**src/rhsv_pkg.sv**
```systemverilog
// shared types, constants and tables of the rgb to hsv converter
package rhsv_pkg;

    localparam int CHAN_W  = 8;
    localparam int HUE_W   = 13;
    localparam int PCT_W   = 15;

    localparam int HUE_TURN   = 5760;
    localparam int HUE_SECTOR = 1920;
    localparam int HUE_SCALE  = 960;
    localparam int PCT_SCALE  = 25600;
    localparam int CHAN_FULL  = 255;

    // divider geometry, shared by the hue and saturation lanes
    localparam int DIV_NUM_W  = 24;
    localparam int DIV_DEN_W  = CHAN_W + 1;
    localparam int DIV_Q_W    = 15;
    localparam int DIV_STAGES = DIV_Q_W;

    // pipeline: two front stages, the divider stages, one output stage
    localparam int DIV_FIRST   = 2;
    localparam int PIPE_STAGES = DIV_FIRST + DIV_STAGES + 1;
    localparam int OUT_STAGE   = PIPE_STAGES - 1;

    typedef logic [1:0] sector_t;

    localparam sector_t SECT_RED   = 2'd0;
    localparam sector_t SECT_GREEN = 2'd1;
    localparam sector_t SECT_BLUE  = 2'd2;

    localparam int LUT_DEPTH = 1 << CHAN_W;

    typedef logic [LUT_DEPTH-1:0][PCT_W-1:0] val_lut_t;

    // brightness per max channel, rounded to nearest
    function automatic val_lut_t make_val_lut();
        val_lut_t lut;
        int       v;
        for (int m = 0; m < LUT_DEPTH; m++)
        begin
            v = (2 * m * PCT_SCALE + CHAN_FULL) / (2 * CHAN_FULL);
            lut[m] = PCT_W'(v);
        end
        return lut;
    endfunction

    localparam val_lut_t VAL_LUT = make_val_lut();

endpackage

```
**src/rhsv_div.sv**
```systemverilog
// pipelined restoring divider, one quotient bit per stage
module rhsv_div (
    input  logic                                clk,
    input  logic [rhsv_pkg::DIV_STAGES-1:0]     en,
    input  logic [rhsv_pkg::DIV_NUM_W-1:0]      num,
    input  logic [rhsv_pkg::DIV_DEN_W-1:0]      den,
    output logic [rhsv_pkg::DIV_Q_W-1:0]        quo
);

    logic [rhsv_pkg::DIV_NUM_W-1:0] p_reg [rhsv_pkg::DIV_STAGES];
    logic [rhsv_pkg::DIV_DEN_W-1:0] d_reg [rhsv_pkg::DIV_STAGES];
    logic [rhsv_pkg::DIV_Q_W-1:0]   q_reg [rhsv_pkg::DIV_STAGES];

    for (genvar i = 0; i < rhsv_pkg::DIV_STAGES; i++)
    begin : g_stage
        localparam int BIT = rhsv_pkg::DIV_Q_W - 1 - i;

        logic [rhsv_pkg::DIV_NUM_W-1:0] p_in;
        logic [rhsv_pkg::DIV_DEN_W-1:0] d_in;
        logic [rhsv_pkg::DIV_Q_W-1:0]   q_in;
        logic [rhsv_pkg::DIV_NUM_W-1:0] trial;
        logic [rhsv_pkg::DIV_NUM_W-1:0] p_next;
        logic [rhsv_pkg::DIV_Q_W-1:0]   q_next;

        if (i == 0)
        begin : g_first
            assign p_in = num;
            assign d_in = den;
            assign q_in = '0;
        end
        else
        begin : g_rest
            assign p_in = p_reg[i-1];
            assign d_in = d_reg[i-1];
            assign q_in = q_reg[i-1];
        end

        // shifted divisor for this quotient bit
        assign trial = rhsv_pkg::DIV_NUM_W'(d_in) << BIT;

        always_comb
        begin
            p_next = p_in;
            q_next = q_in;
            if (p_in >= trial)
            begin
                p_next      = p_in - trial;
                q_next[BIT] = 1'b1;
            end
        end

        always_ff @(posedge clk)
        begin
            if (en[i])
            begin
                p_reg[i] <= p_next;
                d_reg[i] <= d_in;
                q_reg[i] <= q_next;
            end
        end
    end

    assign quo = q_reg[rhsv_pkg::DIV_STAGES-1];

endmodule

```
**src/rgb_to_hsv_converter_unit.sv**
```systemverilog
// top level of the rgb to hsv converter: one 8-bit rgb pixel in, hue/saturation/value out
//
// Converts a stream of 8-bit RGB pixels to HSV at one pixel per clock, unless a full
// pipeline waits on hsv_ready. Hue comes out in 1/16 degree (0..5759), saturation and
// brightness in 1/256 percent (0..25600), all rounded to nearest; grey pixels give hue
// and saturation of zero, and ties for the largest channel go to red, then green, then
// blue. One stage finds max, min and the hue sector, one stage builds the dividends,
// 15 stages of restoring division produce one quotient bit each (hue and saturation
// run in two parallel lanes), and an output register holds the result. Both channels
// use valid/ready; every stage advances on its own, so empty slots close up and
// pixel_ready stays high while the pipeline has a free slot, even while a finished
// result waits for hsv_ready. Reset clears only the valid bits.
module rgb_to_hsv_converter_unit (
    input  logic                        clk,
    input  logic                        rst_n,
    input  logic                        pixel_valid,
    output logic                        pixel_ready,
    input  logic [rhsv_pkg::CHAN_W-1:0] red,
    input  logic [rhsv_pkg::CHAN_W-1:0] green,
    input  logic [rhsv_pkg::CHAN_W-1:0] blue,
    output logic                        hsv_valid,
    input  logic                        hsv_ready,
    output logic [rhsv_pkg::HUE_W-1:0]  hue,
    output logic [rhsv_pkg::PCT_W-1:0]  saturation,
    output logic [rhsv_pkg::PCT_W-1:0]  brightness
);

    localparam int N = rhsv_pkg::DIV_NUM_W;
    localparam int S = rhsv_pkg::DIV_STAGES;

    // per-stage valid bits and load enables
    logic [rhsv_pkg::PIPE_STAGES-1:0] valid_reg;
    logic [rhsv_pkg::PIPE_STAGES-1:0] valid_next;
    logic [rhsv_pkg::PIPE_STAGES-1:0] stage_en;

    // a stage may load when some stage at or after it is empty, or the output drains
    always_comb
    begin
        for (int k = 0; k < rhsv_pkg::PIPE_STAGES; k++)
        begin
            stage_en[k] = hsv_ready || (|(~valid_reg >> k));
        end
    end

    always_comb
    begin
        valid_next = valid_reg;
        for (int k = 0; k < rhsv_pkg::PIPE_STAGES; k++)
        begin
            if (stage_en[k])
            begin
                valid_next[k] = (k == 0) ? pixel_valid : valid_reg[(k == 0) ? 0 : k - 1];
            end
        end
    end

    always_ff @(posedge clk or negedge rst_n)
    begin
        if (!rst_n)
        begin
            valid_reg <= '0;
        end
        else
        begin
            valid_reg <= valid_next;
        end
    end

    assign pixel_ready = stage_en[0];
    assign hsv_valid   = valid_reg[rhsv_pkg::OUT_STAGE];

    // stage 1: max, min, sector and the signed channel difference
    logic [rhsv_pkg::CHAN_W-1:0] s1_max_next;
    logic [rhsv_pkg::CHAN_W-1:0] s1_min;
    logic [rhsv_pkg::CHAN_W-1:0] s1_delta_next;
    rhsv_pkg::sector_t           s1_sector_next;
    logic [rhsv_pkg::CHAN_W-1:0] s1_diff_next;
    logic                        s1_neg_next;
    logic [rhsv_pkg::CHAN_W-1:0] pair_a;
    logic [rhsv_pkg::CHAN_W-1:0] pair_c;

    logic [rhsv_pkg::CHAN_W-1:0] s1_max_reg;
    logic [rhsv_pkg::CHAN_W-1:0] s1_delta_reg;
    rhsv_pkg::sector_t           s1_sector_reg;
    logic [rhsv_pkg::CHAN_W-1:0] s1_diff_reg;
    logic                        s1_neg_reg;

    always_comb
    begin
        s1_max_next = red;
        if (green > s1_max_next)
        begin
            s1_max_next = green;
        end
        if (blue > s1_max_next)
        begin
            s1_max_next = blue;
        end
        s1_min = red;
        if (green < s1_min)
        begin
            s1_min = green;
        end
        if (blue < s1_min)
        begin
            s1_min = blue;
        end
        s1_delta_next = s1_max_next - s1_min;

        // ties go to red, then green
        if (s1_max_next == red)
        begin
            s1_sector_next = rhsv_pkg::SECT_RED;
        end
        else if (s1_max_next == green)
        begin
            s1_sector_next = rhsv_pkg::SECT_GREEN;
        end
        else
        begin
            s1_sector_next = rhsv_pkg::SECT_BLUE;
        end

        case (s1_sector_next)
            rhsv_pkg::SECT_RED:
            begin
                pair_a = green;
                pair_c = blue;
            end
            rhsv_pkg::SECT_GREEN:
            begin
                pair_a = blue;
                pair_c = red;
            end
            default:
            begin
                pair_a = red;
                pair_c = green;
            end
        endcase

        s1_neg_next  = pair_a < pair_c;
        s1_diff_next = s1_neg_next ? (pair_c - pair_a) : (pair_a - pair_c);
    end

    always_ff @(posedge clk)
    begin
        if (stage_en[0])
        begin
            s1_max_reg    <= s1_max_next;
            s1_delta_reg  <= s1_delta_next;
            s1_sector_reg <= s1_sector_next;
            s1_diff_reg   <= s1_diff_next;
            s1_neg_reg    <= s1_neg_next;
        end
    end

    // stage 2: rounding dividends and doubled divisors, brightness from table
    logic [N-1:0]                   delta_w;
    logic [N-1:0]                   scaled_diff;
    logic [N-1:0]                   hue_base;
    logic [N-1:0]                   hue_num;
    logic [N-1:0]                   s2_hue_num_next;
    logic [N-1:0]                   s2_sat_num_next;

    logic [N-1:0]                   s2_hue_num_reg;
    logic [rhsv_pkg::DIV_DEN_W-1:0] s2_hue_den_reg;
    logic [N-1:0]                   s2_sat_num_reg;
    logic [rhsv_pkg::DIV_DEN_W-1:0] s2_sat_den_reg;
    logic [rhsv_pkg::PCT_W-1:0]     s2_val_reg;
    logic                           s2_grey_reg;

    always_comb
    begin
        delta_w     = N'(s1_delta_reg);
        scaled_diff = N'(rhsv_pkg::HUE_SCALE) * N'(s1_diff_reg);
        case (s1_sector_reg)
            rhsv_pkg::SECT_RED:
            begin
                // negative red hue wraps by a full turn
                hue_base = s1_neg_reg ? N'(rhsv_pkg::HUE_TURN) * delta_w : '0;
            end
            rhsv_pkg::SECT_GREEN:
            begin
                hue_base = N'(rhsv_pkg::HUE_SECTOR) * delta_w;
            end
            default:
            begin
                hue_base = N'(2 * rhsv_pkg::HUE_SECTOR) * delta_w;
            end
        endcase
        hue_num         = s1_neg_reg ? (hue_base - scaled_diff) : (hue_base + scaled_diff);
        s2_hue_num_next = (hue_num << 1) + delta_w;
        s2_sat_num_next = N'(2 * rhsv_pkg::PCT_SCALE) * delta_w + N'(s1_max_reg);
    end

    always_ff @(posedge clk)
    begin
        if (stage_en[1])
        begin
            s2_hue_num_reg <= s2_hue_num_next;
            s2_hue_den_reg <= {s1_delta_reg, 1'b0};
            s2_sat_num_reg <= s2_sat_num_next;
            s2_sat_den_reg <= {s1_max_reg, 1'b0};
            s2_val_reg     <= rhsv_pkg::VAL_LUT[s1_max_reg];
            s2_grey_reg    <= (s1_delta_reg == '0);
        end
    end

    // divider lanes
    logic [rhsv_pkg::DIV_Q_W-1:0] hue_quo;
    logic [rhsv_pkg::DIV_Q_W-1:0] sat_quo;

    rhsv_div u_hue_div (
        .clk (clk),
        .en  (stage_en[rhsv_pkg::DIV_FIRST +: S]),
        .num (s2_hue_num_reg),
        .den (s2_hue_den_reg),
        .quo (hue_quo)
    );

    rhsv_div u_sat_div (
        .clk (clk),
        .en  (stage_en[rhsv_pkg::DIV_FIRST +: S]),
        .num (s2_sat_num_reg),
        .den (s2_sat_den_reg),
        .quo (sat_quo)
    );

    // brightness and grey flag ride alongside the divider
    logic [rhsv_pkg::PCT_W-1:0] side_val_reg  [S];
    logic                       side_grey_reg [S];

    always_ff @(posedge clk)
    begin
        if (stage_en[rhsv_pkg::DIV_FIRST])
        begin
            side_val_reg[0]  <= s2_val_reg;
            side_grey_reg[0] <= s2_grey_reg;
        end
        for (int i = 1; i < S; i++)
        begin
            if (stage_en[rhsv_pkg::DIV_FIRST + i])
            begin
                side_val_reg[i]  <= side_val_reg[i-1];
                side_grey_reg[i] <= side_grey_reg[i-1];
            end
        end
    end

    // output stage: full-turn wrap and grey override
    logic [rhsv_pkg::HUE_W-1:0] hue_next;
    logic [rhsv_pkg::PCT_W-1:0] sat_next;
    logic [rhsv_pkg::HUE_W-1:0] hue_reg;
    logic [rhsv_pkg::PCT_W-1:0] sat_reg;
    logic [rhsv_pkg::PCT_W-1:0] val_reg;

    always_comb
    begin
        if (side_grey_reg[S-1] || hue_quo == rhsv_pkg::DIV_Q_W'(rhsv_pkg::HUE_TURN))
        begin
            hue_next = '0;
        end
        else
        begin
            hue_next = hue_quo[rhsv_pkg::HUE_W-1:0];
        end
        sat_next = side_grey_reg[S-1] ? '0 : sat_quo[rhsv_pkg::PCT_W-1:0];
    end

    always_ff @(posedge clk)
    begin
        if (stage_en[rhsv_pkg::OUT_STAGE])
        begin
            hue_reg <= hue_next;
            sat_reg <= sat_next;
            val_reg <= side_val_reg[S-1];
        end
    end

    assign hue        = hue_reg;
    assign saturation = sat_reg;
    assign brightness = val_reg;

endmodule

```
**config.mk**
```make
export PLATFORM = sky130hd
export DESIGN_NAME = rgb_to_hsv_converter_unit
export DESIGN_NICKNAME = d
export VERILOG_FILES = /design/src/rhsv_pkg.sv /design/src/rhsv_div.sv /design/src/rgb_to_hsv_converter_unit.sv
export SDC_FILE = /design/constraint.sdc
export NUM_CORES = 2
export LEC_CHECK = 0
export ABC_AREA = 1
export BUFFER_PORTS_ARGS = -buffer_cell sky130_fd_sc_hd__buf_2
export CAP_MARGIN = 20
export CORE_UTILIZATION = 45
export CTS_CLUSTER_DIAMETER = 30
export DETAILED_ROUTE_END_ITERATION = 10
export PLACE_DENSITY = 0.57
export SLEW_MARGIN = 25
export SYNTH_ARGS = -nofsm -noshare
export SYNTH_HDL_FRONTEND = slang
export SYNTH_SLANG_ARGS = --single-unit
```
**constraint.sdc**
```tcl
create_clock -name clk -period 14.11 [get_ports clk]
set_input_delay 0.7055 -clock clk [delete_from_list [all_inputs] [get_ports clk]]
set_output_delay 0.7055 -clock clk [all_outputs]
set_load 0.02 [all_outputs]
```
==> impl_metrics.toml <==
[timing]
setup_viol = 0
fin_crit_sh_pct = 44.4
layout_setup_ws_ps = 7850
rsz0062_at_grt = "no"
tightest_slew_ps = 979
fin_skew_ps = 76.1
whs_ps = 89.0
relSlewSlack_pct = 34.6
fin_crit_ps = 6260
finalHoldViolCount = 0
fmax_ghz = 0.160
slew_viol_final = 0
fin_setup_tns_ps = 0

[clocking]
cts_sinks = 1322
cts_buffer_depth = 4
cts_setup_buffers = 0
clock_latency_ps = 880
post_cts_resize_count = 0
cts_inserted_buffers = 311
clk_pin_slew_ps = 50
cts_htree_levels = 5
hold_buffers = 1
root_buffer = "clkbuf_16"
cts_tree = "yes"

[die]
die_x_um = 392
die_h_um = 392
start_util_pct = 45.5
boundaryPins = 73
core_area_sq_um = 150000
die_area_sq_um = 154000
row_count = 142

[flow_run]
cap_viol_max_count = 0

[cells_and_area]
area_growth_syn_to_layout_pct = 19.0
instances_no_fill = 8989
fill_cells = 13000
drive_above_1_share_pct = 9.61
mostFrequentLayoutCell = "edfxtp_1"
nNetsFinal = 7248
final_cell_mix = "1304 x edfxtp_1, 1063 x nand2_1, 855 x inv_1"
antenna_cells = 0
largest_register_ffs = 336

[logic_synthesis]
synthSimpleGateAreaFrac_pct = 14.6
ys_ff_latch = 1322
synthMuxAreaShare_pct = 0.0293
synth_xor_area_share_pct = 4.52
synth_compound_area_share_pct = 8.05
synthCells = 6426
synth_edf_count = 1304
syn_nets = 6931
syn_area_per_cell_sq_um = 10.6
synth_top_family_by_area = "simple AND/OR/NAND/NOR gates"
ys.flop_type = "edfxtp_1"
post-synth-top-area-cell = "edfxtp_1"
synth.area.top_cells = "edfxtp_1 57%, ha_1 7.4%, nand2_1 5.9%"
synthArstFlopShare_pct = 1.36
synth.distinct_cells = 70
yosysWarnings = 0
yosysSeqAreaShare_pct = 57.9
syn_area_sq_um = 68400
synth_top_area_share_pct = 57.2
synthAdderAreaFrac_pct = 9.50

[route]
detail-route-antenna-nets = 0
drc_errors = 0
routed_via_density = 5.08
drtIter0Drc = 2506
vias = 45700
drt_pass1_iterations = 5
wire_per_inst_um = 16.2
wl_um = 145000

[placed_design]
place.gp.congestion = 0.914
port_buffers = 72
dp_cells = 8444
place_ws_ps = 7320
dp_hpwl_um = 106000

[global_route]
grt_max_degree = 79
grt_pass1_vias = 47100
globalRoute.totalOverflow = 0
grt_pass1_wl_um = 235000
grt_use_total_pct = 19.1
antenna_found_initial = 3

[setup_path]
endpoint_kind = "primary output"
crit_type = "flop to primary output"
startpoint_type = "flop"
critPathMaxFanout = 50
cp.arrival_ps = 5560
required_ps = 13400

[outcome]
status = "finished, final reports clean"

[hold_path]
hold_class = "input port to flop"
==> cell families (layout without fill, tap and decap cells) <==
kind of cell	after synthesis	in the layout
xor gates and xnor gates	353	353
and+or+nand+nor	2318	2318
AOI/OAI and AO/OA	983	983
DFF	1322	1322
muxes	2	2
adders and majority gates	477	477
buffers and inverters	971	1518
==> per-layer routing <==
layer / track usage (%) / share of wire [%]
met3: 3.51 / 4.0
met1: 20.9 / 40
met4: 8.42 / 3.5
met5: 0 / 0.0096
met2: 35.8 / 53
==> per-stage QoR <==
stage                     instance area, sq um  utilization, %
final                                    81400            54.2
after global routing                     81400            54.2
after CTS                                81400            54.1
after detailed placement                 71200            47.3
after global placement                   71200            47.3
after floorplan                          68400               -
==> area by class of cell <==
cell class / count / area [sq um] / share of cell area [%]
clock buffer: 358 / 8170 / 10.0
clock inverter: 185 / 2040 / 2.50
inverter: 870 / 3270 / 4.02
multi-input combinational: 4133 / 25200 / 30.9
sequential: 1322 / 39600 / 48.6
tap: 2016 / 2520 / 3.10
timing repair buffer: 105 / 638 / 0.784
==> worst max-delay path: stages, from the launching register on <==
cell and delay (ps):
dfrtp_1 370, nand2_1 70, nor2_2 270, nand3_4 370, nor2_4 280, nand2_4 380
nor2_4 340, nand3_4 350, nor2_2 310, nand2_4 50, buf_4 260, buf_16 240
nor2_2 230, nand2_4 70, nor2_2 170, nand2_2 110, nor2_4 160, nand3_2 80
buf_4 270, buf_2 220
==> cell usage after synthesis, types with 71 or more instances <==
cell type  number
clkbuf_1       80
xnor2_1       140
nand4_1        79
edfxtp_1     1304
a21oi_1       366
nand3_1       274
nor3_1         94
nor2_1        615
inv_1         863
fa_1           71
nand2_1      1067
o21ai_0       393
xor2_1        213
ha_1          406
nor4_1         71
==> final timing paths <==
| path | from | endpoint | slack [ps] | cells past startpoint |
|---|---|---|---|---|
| setup / recovery | valid_reg[17] | pixel_ready | 7850 | 19 |
| hold / removal | pixel_valid | valid_reg[0] | 90 | 3 |
| setup reg to reg | s1_delta_reg[6] | s2_hue_num_reg[19] | 8380 | 22 |
| hold reg to reg | side_val_reg[7][9] | side_val_reg[8][9] | 360 | 0 |
| max in group asynchronous | rst_n | valid_reg[3] | 13150 | 2 |
| min in group asynchronous | rst_n | valid_reg[10] | 430 | 2 |
Power is not shown: default switching activity piles up to over one toggle a cycle in this logic, so the estimate is an artifact.
